<file path="src/design/ilid_pkg.sv">
package ilid_pkg;

    localparam int ILID_CAPACITY = 16;

    localparam int CMD_W = 2;
    localparam int POS_W = 5;
    localparam int LEN_W = 5;
    localparam int VAL_W = 32;

    typedef enum logic [CMD_W-1:0] {
        CMD_INSERT = 2'd0,
        CMD_DELETE = 2'd1,
        CMD_DUMP   = 2'd2,
        CMD_RSVD   = 2'd3
    } cmd_t;

    // One result beat as it leaves the sequencer.
    typedef struct packed {
        logic             ok;
        logic [LEN_W-1:0] list_length;
        logic             has_item;
        logic [VAL_W-1:0] item_value;
        logic             last;
    } res_t;

endpackage

</file>
<file path="src/design/ilid_ram.sv">
module ilid_ram #(
    parameter int WIDTH = 32,
    parameter int DEPTH = 16,
    localparam int ADDR_W = $clog2(DEPTH)
) (
    input  logic              aclk,
    input  logic              wr_en,
    input  logic [ADDR_W-1:0] wr_addr,
    input  logic [WIDTH-1:0]  wr_data,
    input  logic [ADDR_W-1:0] rd_addr,
    output logic [WIDTH-1:0]  rd_data
);

    logic [WIDTH-1:0] mem [DEPTH];
    logic [WIDTH-1:0] rd_data_reg;

    always_ff @(posedge aclk) begin
        if (wr_en) begin
            mem[wr_addr] <= wr_data;
        end
        rd_data_reg <= mem[rd_addr];
    end

    assign rd_data = rd_data_reg;

endmodule

</file>
<file path="src/design/ilid_ctrl.sv">
module ilid_ctrl import ilid_pkg::*; #(
    parameter int CAPACITY = ILID_CAPACITY,
    localparam int CNT_W = $clog2(CAPACITY + 1),
    localparam int ADDR_W = $clog2(CAPACITY),
    localparam int CMP_W = (CNT_W > POS_W) ? CNT_W : POS_W
) (
    input  logic              aclk,
    input  logic              aresetn,
    input  logic              in_valid,
    output logic              in_ready,
    input  logic [CMD_W-1:0]  in_cmd,
    input  logic [POS_W-1:0]  in_pos,
    input  logic [VAL_W-1:0]  in_value,
    output logic              res_valid,
    input  logic              res_ready,
    output res_t              res,
    output logic              ram_wr_en,
    output logic [ADDR_W-1:0] ram_wr_addr,
    output logic [VAL_W-1:0]  ram_wr_data,
    output logic [ADDR_W-1:0] ram_rd_addr,
    input  logic [VAL_W-1:0]  ram_rd_data,
    output logic [CNT_W-1:0]  count
);

    typedef enum logic [5:0] {
        ST_IDLE  = 6'b000001,
        ST_SHIFT = 6'b000010,
        ST_PUT   = 6'b000100,
        ST_DRD   = 6'b001000,
        ST_DOUT  = 6'b010000,
        ST_RESP  = 6'b100000
    } state_t;

    state_t             state_reg, state_next;
    logic [CNT_W-1:0]   count_reg, count_next;
    cmd_t               cmd_reg, cmd_next;
    logic [CNT_W-1:0]   pos_reg, pos_next;
    logic [VAL_W-1:0]   val_reg, val_next;
    logic [CNT_W-1:0]   src_reg, src_next;
    logic [ADDR_W-1:0]  dst_reg, dst_next;
    logic               pend_reg, pend_next;
    logic               ok_reg, ok_next;

    logic [CNT_W-1:0]   step_out;
    logic               more;
    logic [CMP_W-1:0]   pos_ext;
    logic [CMP_W-1:0]   cnt_ext;
    logic               insert_mode;

    // The shared unit: one step of the cell pointer, down for insert and up otherwise,
    // plus the compare that decides whether another cell has to move.
    assign insert_mode = (cmd_reg == CMD_INSERT);
    assign step_out    = insert_mode ? (src_reg - CNT_W'(1)) : (src_reg + CNT_W'(1));
    assign more        = insert_mode ? (src_reg > pos_reg) : (step_out < count_reg);

    assign pos_ext = CMP_W'(in_pos);
    assign cnt_ext = CMP_W'(count_reg);
    assign count   = count_reg;

    always_comb begin
        state_next  = state_reg;
        count_next  = count_reg;
        cmd_next    = cmd_reg;
        pos_next    = pos_reg;
        val_next    = val_reg;
        src_next    = src_reg;
        dst_next    = dst_reg;
        pend_next   = pend_reg;
        ok_next     = ok_reg;
        in_ready    = 1'b0;
        res_valid   = 1'b0;
        ram_wr_en   = 1'b0;
        ram_wr_addr = dst_reg;
        ram_wr_data = ram_rd_data;
        ram_rd_addr = (state_reg == ST_SHIFT) ? step_out[ADDR_W-1:0] : src_reg[ADDR_W-1:0];

        res.ok          = ok_reg;
        res.list_length = LEN_W'(count_reg);
        res.has_item    = 1'b0;
        res.item_value  = '0;
        res.last        = 1'b1;

        case (state_reg)
            ST_IDLE: begin
                in_ready = 1'b1;
                if (in_valid) begin
                    cmd_next  = cmd_t'(in_cmd);
                    pos_next  = CNT_W'(in_pos);
                    val_next  = in_value;
                    pend_next = 1'b0;
                    case (cmd_t'(in_cmd))
                        CMD_INSERT: begin
                            if (pos_ext > cnt_ext || count_reg == CNT_W'(CAPACITY)) begin
                                ok_next    = 1'b0;
                                state_next = ST_RESP;
                            end else begin
                                src_next   = count_reg;
                                state_next = ST_SHIFT;
                            end
                        end
                        CMD_DELETE: begin
                            if (pos_ext >= cnt_ext) begin
                                ok_next    = 1'b0;
                                state_next = ST_RESP;
                            end else begin
                                src_next   = CNT_W'(in_pos);
                                state_next = ST_SHIFT;
                            end
                        end
                        CMD_DUMP: begin
                            src_next = '0;
                            ok_next  = 1'b1;
                            if (count_reg == '0) begin
                                state_next = ST_RESP;
                            end else begin
                                state_next = ST_DRD;
                            end
                        end
                        default: begin
                            ok_next    = 1'b0;
                            state_next = ST_RESP;
                        end
                    endcase
                end
            end
            ST_SHIFT: begin
                // A read issued last cycle lands now and is written one place over.
                if (pend_reg) begin
                    ram_wr_en = 1'b1;
                end
                if (more) begin
                    pend_next = 1'b1;
                    dst_next  = src_reg[ADDR_W-1:0];
                    src_next  = step_out;
                end else begin
                    pend_next  = 1'b0;
                    state_next = ST_PUT;
                end
            end
            ST_PUT: begin
                ok_next = 1'b1;
                if (insert_mode) begin
                    ram_wr_en   = 1'b1;
                    ram_wr_addr = pos_reg[ADDR_W-1:0];
                    ram_wr_data = val_reg;
                    count_next  = count_reg + CNT_W'(1);
                end else begin
                    count_next  = count_reg - CNT_W'(1);
                end
                state_next = ST_RESP;
            end
            ST_DRD: begin
                state_next = ST_DOUT;
            end
            ST_DOUT: begin
                res_valid      = 1'b1;
                res.ok         = 1'b1;
                res.has_item   = 1'b1;
                res.item_value = ram_rd_data;
                res.last       = (step_out == count_reg);
                if (res_ready) begin
                    if (step_out == count_reg) begin
                        state_next = ST_IDLE;
                    end else begin
                        src_next   = step_out;
                        state_next = ST_DRD;
                    end
                end
            end
            ST_RESP: begin
                res_valid = 1'b1;
                if (res_ready) begin
                    state_next = ST_IDLE;
                end
            end
            default: begin
                state_next = ST_IDLE;
            end
        endcase
    end

    always_ff @(posedge aclk) begin
        if (!aresetn) begin
            state_reg <= ST_IDLE;
            count_reg <= '0;
            pend_reg  <= 1'b0;
        end else begin
            state_reg <= state_next;
            count_reg <= count_next;
            pend_reg  <= pend_next;
        end
    end

    always_ff @(posedge aclk) begin
        cmd_reg <= cmd_next;
        pos_reg <= pos_next;
        val_reg <= val_next;
        src_reg <= src_next;
        dst_reg <= dst_next;
        ok_reg  <= ok_next;
    end

endmodule

</file>
<file path="src/design/indexed_list_insert_delete_top.sv">
// Positional list of up to CAPACITY signed 32-bit values driven by command beats:
// insert, delete or dump. Insert and delete answer with one beat carrying ok and the
// new length; dump sends every entry in order with tlast on the final one, or a single
// beat with tuser low for an empty list. The entries live in one single-port-write RAM
// and a sequencer moves them one cell per cycle with a shared step-and-compare unit,
// so an insert or delete first moves M entries (length - position for an insert, one
// fewer for a delete) and then presents its beat, a rejected or unused command goes
// straight to its response beat, and a dump reads each entry and then presents it.
// A command beat is taken only while the sequencer is idle, which it is again in the
// cycle after its last result enters the output register.
module indexed_list_insert_delete_top import ilid_pkg::*; #(
    parameter int CAPACITY = ILID_CAPACITY,
    localparam int CNT_W = $clog2(CAPACITY + 1),
    localparam int ADDR_W = $clog2(CAPACITY)
) (
    input  logic        aclk,
    input  logic        aresetn,
    input  logic        s_tvalid,
    output logic        s_tready,
    input  logic [39:0] s_tdata,   // command[1:0], position[6:2], value[38:7], zero fill
    output logic        m_tvalid,
    input  logic        m_tready,
    output logic [39:0] m_tdata,   // ok[0], list_length[5:1], item_value[37:6], zero fill
    output logic [0:0]  m_tuser,   // has_item[0]
    output logic        m_tlast
);

    logic              res_valid;
    logic              res_ready;
    res_t              res;
    logic              ram_wr_en;
    logic [ADDR_W-1:0] ram_wr_addr;
    logic [VAL_W-1:0]  ram_wr_data;
    logic [ADDR_W-1:0] ram_rd_addr;
    logic [VAL_W-1:0]  ram_rd_data;
    logic [CNT_W-1:0]  count;

    logic              m_valid_reg, m_valid_next;
    res_t              m_res_reg, m_res_next;

    ilid_ctrl #(
        .CAPACITY(CAPACITY)
    ) u_ctrl (
        .aclk       (aclk),
        .aresetn    (aresetn),
        .in_valid   (s_tvalid),
        .in_ready   (s_tready),
        .in_cmd     (s_tdata[1:0]),
        .in_pos     (s_tdata[6:2]),
        .in_value   (s_tdata[38:7]),
        .res_valid  (res_valid),
        .res_ready  (res_ready),
        .res        (res),
        .ram_wr_en  (ram_wr_en),
        .ram_wr_addr(ram_wr_addr),
        .ram_wr_data(ram_wr_data),
        .ram_rd_addr(ram_rd_addr),
        .ram_rd_data(ram_rd_data),
        .count      (count)
    );

    ilid_ram #(
        .WIDTH(VAL_W),
        .DEPTH(CAPACITY)
    ) u_entries (
        .aclk   (aclk),
        .wr_en  (ram_wr_en),
        .wr_addr(ram_wr_addr),
        .wr_data(ram_wr_data),
        .rd_addr(ram_rd_addr),
        .rd_data(ram_rd_data)
    );

    assign res_ready = !m_valid_reg || m_tready;

    always_comb begin
        m_valid_next = m_valid_reg;
        m_res_next   = m_res_reg;
        if (res_valid && res_ready) begin
            m_valid_next = 1'b1;
            m_res_next   = res;
        end else if (m_tready) begin
            m_valid_next = 1'b0;
        end
    end

    always_ff @(posedge aclk) begin
        if (!aresetn) begin
            m_valid_reg <= 1'b0;
        end else begin
            m_valid_reg <= m_valid_next;
        end
    end

    always_ff @(posedge aclk) begin
        m_res_reg <= m_res_next;
    end

    assign m_tvalid = m_valid_reg;
    assign m_tdata  = {2'b00, m_res_reg.item_value, m_res_reg.list_length, m_res_reg.ok};
    assign m_tuser  = m_res_reg.has_item;
    assign m_tlast  = m_res_reg.last;

    // A dumped entry always reports success.
    a_item_ok: assert property (@(posedge aclk) disable iff (!aresetn)
        (m_tvalid && m_tuser[0]) |-> m_tdata[0])
        else $error("dumped entry without ok");

    // Only a dump gives more than one beat, so a beat without an entry closes its command.
    a_plain_last: assert property (@(posedge aclk) disable iff (!aresetn)
        (m_tvalid && !m_tuser[0]) |-> (m_tlast && m_tdata[37:6] == 32'd0))
        else $error("status beat not final or carries a value");

    a_count_bound: assert property (@(posedge aclk) disable iff (!aresetn)
        (int'(count) <= CAPACITY))
        else $error("list length beyond capacity");

    // The sequencer is busy in the cycle after it takes a command, so it takes no other then.
    a_busy_after_accept: assert property (@(posedge aclk) disable iff (!aresetn)
        (s_tvalid && s_tready) |=> !s_tready)
        else $error("command taken while busy");

endmodule
</file>
<file path="config.mk">
export PLATFORM = sky130hd
export DESIGN_NAME = indexed_list_insert_delete_top
export DESIGN_NICKNAME = d
export VERILOG_FILES = /design/src/design/ilid_pkg.sv /design/src/design/ilid_ram.sv /design/src/design/ilid_ctrl.sv /design/src/design/indexed_list_insert_delete_top.sv
export SDC_FILE = /design/constraint.sdc
export NUM_CORES = 1
export LEC_CHECK = 0
export BUFFER_PORTS_ARGS = -buffer_cell sky130_fd_sc_hd__buf_2
export CORE_ASPECT_RATIO = 1.1
export CORE_MARGIN = 5
export CORE_UTILIZATION = 51
export CTS_CLUSTER_DIAMETER = 150
export CTS_CLUSTER_SIZE = 40
export DETAILED_ROUTE_END_ITERATION = 16
export PLACE_DENSITY_LB_ADDON = 0.1
export REMOVE_ABC_BUFFERS = 1
export SYNTH_ARGS = -nofsm -noshare
export SYNTH_HDL_FRONTEND = slang
export SYNTH_SLANG_ARGS = --single-unit
</file>
<file path="constraint.sdc">
create_clock -name aclk -period 7.04 [get_ports aclk]
set_input_delay 1.408 -clock aclk [delete_from_list [all_inputs] [get_ports aclk]]
set_output_delay 1.408 -clock aclk [all_outputs]
set_load 0.05 [all_outputs]
</file>
---- Word level (Yosys, flattened, before mapping) ----
Memory sizes are Yosys's and may differ from the RTL's. A register that Yosys moved wholly into a read port is not among the register bits.
Index checks and enable logic that the tools add are counted.
word-level totals
  bits in writable memories ............... 512
  output and inout port bits .............. 44
  bits of input ports ..................... 44
  register bits after elaboration ......... 102
  logic and storage cells ................. 107
  memories kept ........................... 1
memory list
  name           depth  width  rd ports  clocked after Yosys merged registers in  wr ports  line            text
  u_entries.mem  16     32     1         1                                        1         ilid_ram.sv:14  logic [WIDTH-1:0] mem [DEPTH];
operators by class
  muxes and demuxes ....................... 44
  equality and inequality tests ........... 21
  magnitude comparators ................... 4
  add/sub/neg operators ................... 4
  reductions and logical operators ........ 18
operators with widths
  cell                                                    count
  two-way mux 32 bit                                      2
  two-way mux 6 bit                                       7
  two-way mux 5 bit                                       8
  case mux 6 bit (6 select lines)                         1
  two-way mux 34 bit                                      1
  case mux 5 bit (3 select lines)                         2
  case mux 6 bit (3 select lines)                         1
  two-way mux 4 bit                                       4
  two-way mux 1 bit                                       14
  adder 5 x 1 -> 5 bit (second input constant)            2
  greater-than comparator 5 bit                           2
  inequality test 2 bit (second input constant)           5
  subtractor 5 x 1 -> 5 bit (second input constant)       2
  AND reduction 4 bit                                     2
  AND reduction 8 bit                                     1
  equality test 6 x 1 -> 1 bit (second input constant)    1
  equality test 6 x 2 -> 1 bit (second input constant)    1
  equality test 6 x 3 -> 1 bit (second input constant)    1
  equality test 6 x 4 -> 1 bit (second input constant)    1
  equality test 6 x 5 -> 1 bit (second input constant)    1
  equality test 6 bit (second input constant)             1
  inequality test 3 x 2 -> 1 bit (second input constant)  2
  inequality test 3 bit (second input constant)           2
  case mux 1 bit (2 select lines)                         3
  18 further kinds                                        24

---- Logic depth before layout (Yosys ltp) ----
  depth in word-level cells ............... 6
  gate-level depth with buffers ........... 15
  gate-level depth less buffers ........... 15

---- Hierarchy ----
Synthesis repeated with hierarchy kept, for this count alone.
unflattened totals
  cell total of the unflattened synthesis .. 1228
  area, all modules ....................... 24816.3 µm²
by module, submodules not included
  module                          sequential area each (µm²)  cells each  instances  area each (µm²)
  ilid_ram                        16015.4                     838         1          19835.3
  ilid_ctrl                       1711.6                      342         1          3703.6
  indexed_list_insert_delete_top  1221.2                      48          1          1277.5

---- Worst setup path after synthesis ----
Ideal clock, no wire load.
  kind .................................... input to register
  start ................................... input port m_tready
  end ..................................... register m_res_reg, in the netlist m_tdata[0], enable pin
  setup time .............................. 0.442 ns
  path slack .............................. 3.227 ns
  stages .................................. 2
  data arrival time ....................... 3.372 ns
  required time ........................... 6.598 ns
  path buffers ............................ 0
  cell sequence ........................... nand2b_1 -> nor2b_1
between the ends
  cells in the longest elaborated chain, start to end .. 2
ends and longest elaborated chain
  item                  line                                  text
  start, declared       indexed_list_insert_delete_top.sv:22  input logic m_tready,
  logical OR 1 bit      indexed_list_insert_delete_top.sv:74  assign res_ready = !m_valid_reg || m_tready;
  logical AND 1 bit     indexed_list_insert_delete_top.sv:79  if (res_valid && res_ready) begin
  end signal, assigned  indexed_list_insert_delete_top.sv:96  m_res_reg <= m_res_next;
  end, declared         indexed_list_insert_delete_top.sv:39  res_t m_res_reg, m_res_next;
Every way passes these cells.
A chain may end at the register's enable or synchronous reset.

---- Final worst setup path ----
  start ................................... register u_ctrl.src_reg[1]
  end ..................................... register u_ctrl.src_reg[3], enable pin
between the ends
  cells in the longest elaborated chain, start to end .. 6
  elaborated cells between the ends (all ways) .. 10
  classes of those cells .................. add/sub (2); order compare (2); eq/ne (3); mux (2); reduce/logical (1)
ends and longest elaborated chain
  item                                                               line              text
  start, declared                                                    ilid_ctrl.sv:39   logic [CNT_W-1:0] src_reg, src_next;
  start signal, assigned                                             ilid_ctrl.sv:198  src_reg <= src_next;
  adder 5 x 1 -> 5 bit or subtractor 5 x 1 -> 5 bit (tied branches)  ilid_ctrl.sv:53   assign step_out = insert_mode ? (src_reg - CNT_W'(1)) : (src_reg + CNT_W'(1));
  two-way mux 5 bit                                                  ilid_ctrl.sv:53
  less-than comparator 5 bit                                         ilid_ctrl.sv:54   assign more = insert_mode ? (src_reg > pos_reg) : (step_out < count_reg);
  two-way mux 1 bit                                                  ilid_ctrl.sv:54
  inequality test 2 x 1 -> 1 bit (no source line)                    -
  AND reduction 8 bit (no source line) *                             -
Mark *: on every way between the ends. The rest lies on a longest branch, timed or not.

==> impl_metrics.env <==
export IMPL_grt_ovfl_total=0
export IMPL_routed_wl_mm=70.6
export IMPL_syn_area_sq_um=29000
export IMPL_m1WireLength_mm=29.6
export IMPL_final_cells=2338
export IMPL_cts_buffer_depth=3
export IMPL_synth_edff_count=601
export IMPL_critPathTopFamily="simple AND/OR/NAND/NOR gates"
export IMPL_finalCritPeriodShare_pct=62.2
export IMPL_peakVddDrop_uv=178
export IMPL_grt_pass1_wl_mm=103
export IMPL_clkLatencyLatePin_ns=0.60
export IMPL_reg2regPathDepth=11
export IMPL_cts_setup_buffers=0
export IMPL_synth_commonest_cells="601 x edfxtp_1, 284 x mux4_2, 127 x nand2_1"
export IMPL_ios=88
export IMPL_start_kind="flop"
export IMPL_switching_share_pct=25.3
export IMPL_wl_met3_mm=4.94
export IMPL_die_area_sq_um=61700
export IMPL_yosysTopAreaCellShare_pct=62.2
export IMPL_fillers=4337
export IMPL_critPathCapture="u_ctrl.src_reg[3]"
export IMPL_worst_path_max_fanout=33
export IMPL_synth_seq_area_share_pct=65.3
export IMPL_outcome="finished clean"
export IMPL_min_path_type="flop to flop"
export IMPL_endpoint_kind="flop"
export IMPL_maxSlewViolCount=0
export IMPL_synth_ff_type="edfxtp_1"
export IMPL_maxCapViolCount=0
export IMPL_routedWlPerCell_um=30.2
export IMPL_slew_headroom_pct=11.9
export IMPL_worst_path_stages=11
export IMPL_cts_htree_levels=1
export IMPL_slowest_delay_ns=0.76
export IMPL_fp_coreArea_sq_um=56200
export IMPL_dr_pass1_iters=5
export IMPL_yosysMostFrequentCell="edfxtp_1"
export IMPL_ant_nets=0
export IMPL_fin_nets=1646
export IMPL_yosys_warnings=0
export IMPL_synthToLayoutAreaGrowth_pct=6.83
export IMPL_min_period_ns=4.38
export IMPL_root_buffer="clkbuf_16"
export IMPL_io_buffers=84
export IMPL_intPower_uw=5520
export IMPL_viasPerCell=6.53
export IMPL_rows=91
export IMPL_tightest_slew_ns=1.32
export IMPL_via_count=15300
export IMPL_final_setup_skew_ns=0.0655
export IMPL_r2r_start="u_ctrl.src_reg[1]"
export IMPL_powerDensity_nw_per_um2=238
export IMPL_largest_register_ffs=512
export IMPL_crit_path_cell_trace="or3_1 -> o32ai_2 -> xnor2_4 -> buf_4 -> inv_1 -> ha_1 -> a211o_1 -> a31oi_1 -> nor2_1 -> nand2_1 -> and3_1"
export IMPL_grtUsageTotal_pct=22.7
export IMPL_power_leakage_uw=0.0101
export IMPL_drtIter0Drc=1696
export IMPL_cp_num_buf_inv=2
export IMPL_p_sw_uw=1870
export IMPL_dp_cells=2302
export IMPL_ys_async_sr_fraction_pct=0
export IMPL_setup_viol=0
export IMPL_cts_tree="done"
export IMPL_top_layer="met4"
export IMPL_numCtsBuffers=20
export IMPL_postCtsHoldBufs=0
export IMPL_critPathKind="flop to flop"
export IMPL_synth_area_leaders="edfxtp_1 62%, mux4_2 22%, dfxtp_1 3.1%"
export IMPL_hold_viol=0
export IMPL_rsz0062_at_grt="no"
export IMPL_antenna_found_initial=2
export IMPL_ys_ff_latch=646
export IMPL_slowest_stage="buf_4"
export IMPL_crit_arrival_ns=4.68
export IMPL_post_cts_resized=0
export IMPL_drc=0
export IMPL_regMostFlops="u_entries.mem"
export IMPL_clock_sinks=646
export IMPL_reg2reg_to="u_ctrl.src_reg[3]"
export IMPL_r2r_slack_ns=2.66
export IMPL_setup_tns_ns=0
export IMPL_netlist_instances=1539
export IMPL_synth_largest_area_cell="edfxtp_1"
export IMPL_hold_ws_ns=0.531
export IMPL_power_frac_comb_pct=16.6
export IMPL_met2_length_mm=34.8
export IMPL_die_y_um=260
export IMPL_startpoint="u_ctrl.src_reg[1]"
export IMPL_dp_hpwl_mm=39.2
export IMPL_place_gp_congestion=0.769
export IMPL_path_clk_slew_ns=0.16
export IMPL_syn_area_per_cell_sq_um=18.8
export IMPL_grt_pass1_vias=15500
export IMPL_ys_types=63
export IMPL_p_seq_share_pct=60.6
export IMPL_p_clk_share_pct=22.8
export IMPL_drive_above_1_share_pct=29.6
export IMPL_grt_max_degree=145
export IMPL_initial_core_util_pct=51.6
export IMPL_diodes=0
export IMPL_max_freq_mhz=228
export IMPL_fp_dieW_um=237
export IMPL_cp_data_required_time_ns=7.34
==> per-layer routing <==
| layer | GRT usage, % | vias up |
|---|---|---|
| li1 | - | 6403 |
| met1 | 32.9 | 8185 |
| met2 | 37.8 | 594 |
| met3 | 3.30 | 77 |
| met4 | 4.49 | 0 |
| met5 | 0 | - |
==> kinds of logic after synthesis <==
logic type	count (synthesis)	share of synthesized area, %
other	1	0.0129
and+or+nand+nor	278	4.38
adders and majority gates	22	0.975
xor gates and xnor gates	11	0.358
AOI/OAI and AO/OA	94	2.38
buffers and inverters	129	1.93
DFF	646	65.3
muxes	358	24.6
==> power groups by stage <==
| stage | registers (uW) | clock network, uW | logic, uW |
|---|---|---|---|
| finish | 4480 | 1690 | 1220 |
| global route | 4490 | 1850 | 1330 |
| CTS | 4480 | 1730 | 1240 |
| detailed placement | 4560 | 0 | 1230 |
| global placement | 4560 | 0 | 1220 |
| floorplan | 4660 | 0 | 978 |
==> placed cells by master (no fill, tap or decap), types with 8 or more instances in the layout <==
cell / n
nor3_1: 8
nor2_1: 47
dfxtp_1: 45
buf_4: 36
nor2_4: 18
and2_1: 34
a21oi_1: 12
nand3_1: 11
clkbuf_1: 14
edfxtp_1: 601
mux2i_1: 69
a221oi_1: 32
nand2_1: 127
o21ai_0: 19
clkbuf_16: 21
ha_1: 20
inv_1: 23
buf_2: 84
mux4_2: 284
==> stage by stage <==
stage | worst slack (ns) | power [uW] | area, sq um | util, %
6_report | 2.66 | 7380 | 31000 | 55.1
5_1_grt | 2.57 | 7670 | 31000 | 55.1
4_1_cts | 2.67 | 7440 | 31000 | 55.1
3_5_place_dp | 2.71 | 5800 | 30400 | 54.0
3_3_place_gp | 2.75 | 5780 | 30400 | 54.0
2_1_floorplan | -5.61 | 5640 | 28500 | -
==> how the worst min path moves through the flow <==
| stage | slack (ns) | cells after the start | start | endpoint |
|---|---|---|---|---|
| after floorplan | 0.47 | 0 | u_ctrl.count[4] | m_tdata[5] |
| after global placement | 0.49 | 1 | u_ctrl.ok_reg | m_tdata[0] |
| after detailed placement | 0.50 | 1 | u_ctrl.ok_reg | m_tdata[0] |
| after CTS | 0.53 | 1 | u_ctrl.ok_reg | m_tdata[0] |
| after global routing | 0.54 | 1 | u_ctrl.ok_reg | m_tdata[0] |
| final | 0.53 | 1 | u_ctrl.ok_reg | m_tdata[0] |
==> worst reg2reg max path: stages (launching register included) <==
cell      delay, ns
edfxtp_1       0.72
or3_1          0.59
o32ai_2        0.44
xnor2_4        0.15
buf_4          0.76
inv_1          0.13
ha_1           0.22
a211o_1        0.28
a31oi_1        0.24
nor2_1         0.16
nand2_1        0.12
and3_1         0.30
==> cell type report <==
cell class                      instances  area (sq um)  area share [%]
Tap cell                              744           931            3.00
Multi-Input combinational cell        765          9690            31.3
Sequential cell                       646         18900            61.2
Clock buffer                           35           578            1.87
Timing Repair Buffer                  121           711            2.29
Inverter                               26          97.6           0.315
Clock inverter                          1          30.0          0.0969
Note: power is estimated with default switching activity, not from simulation.
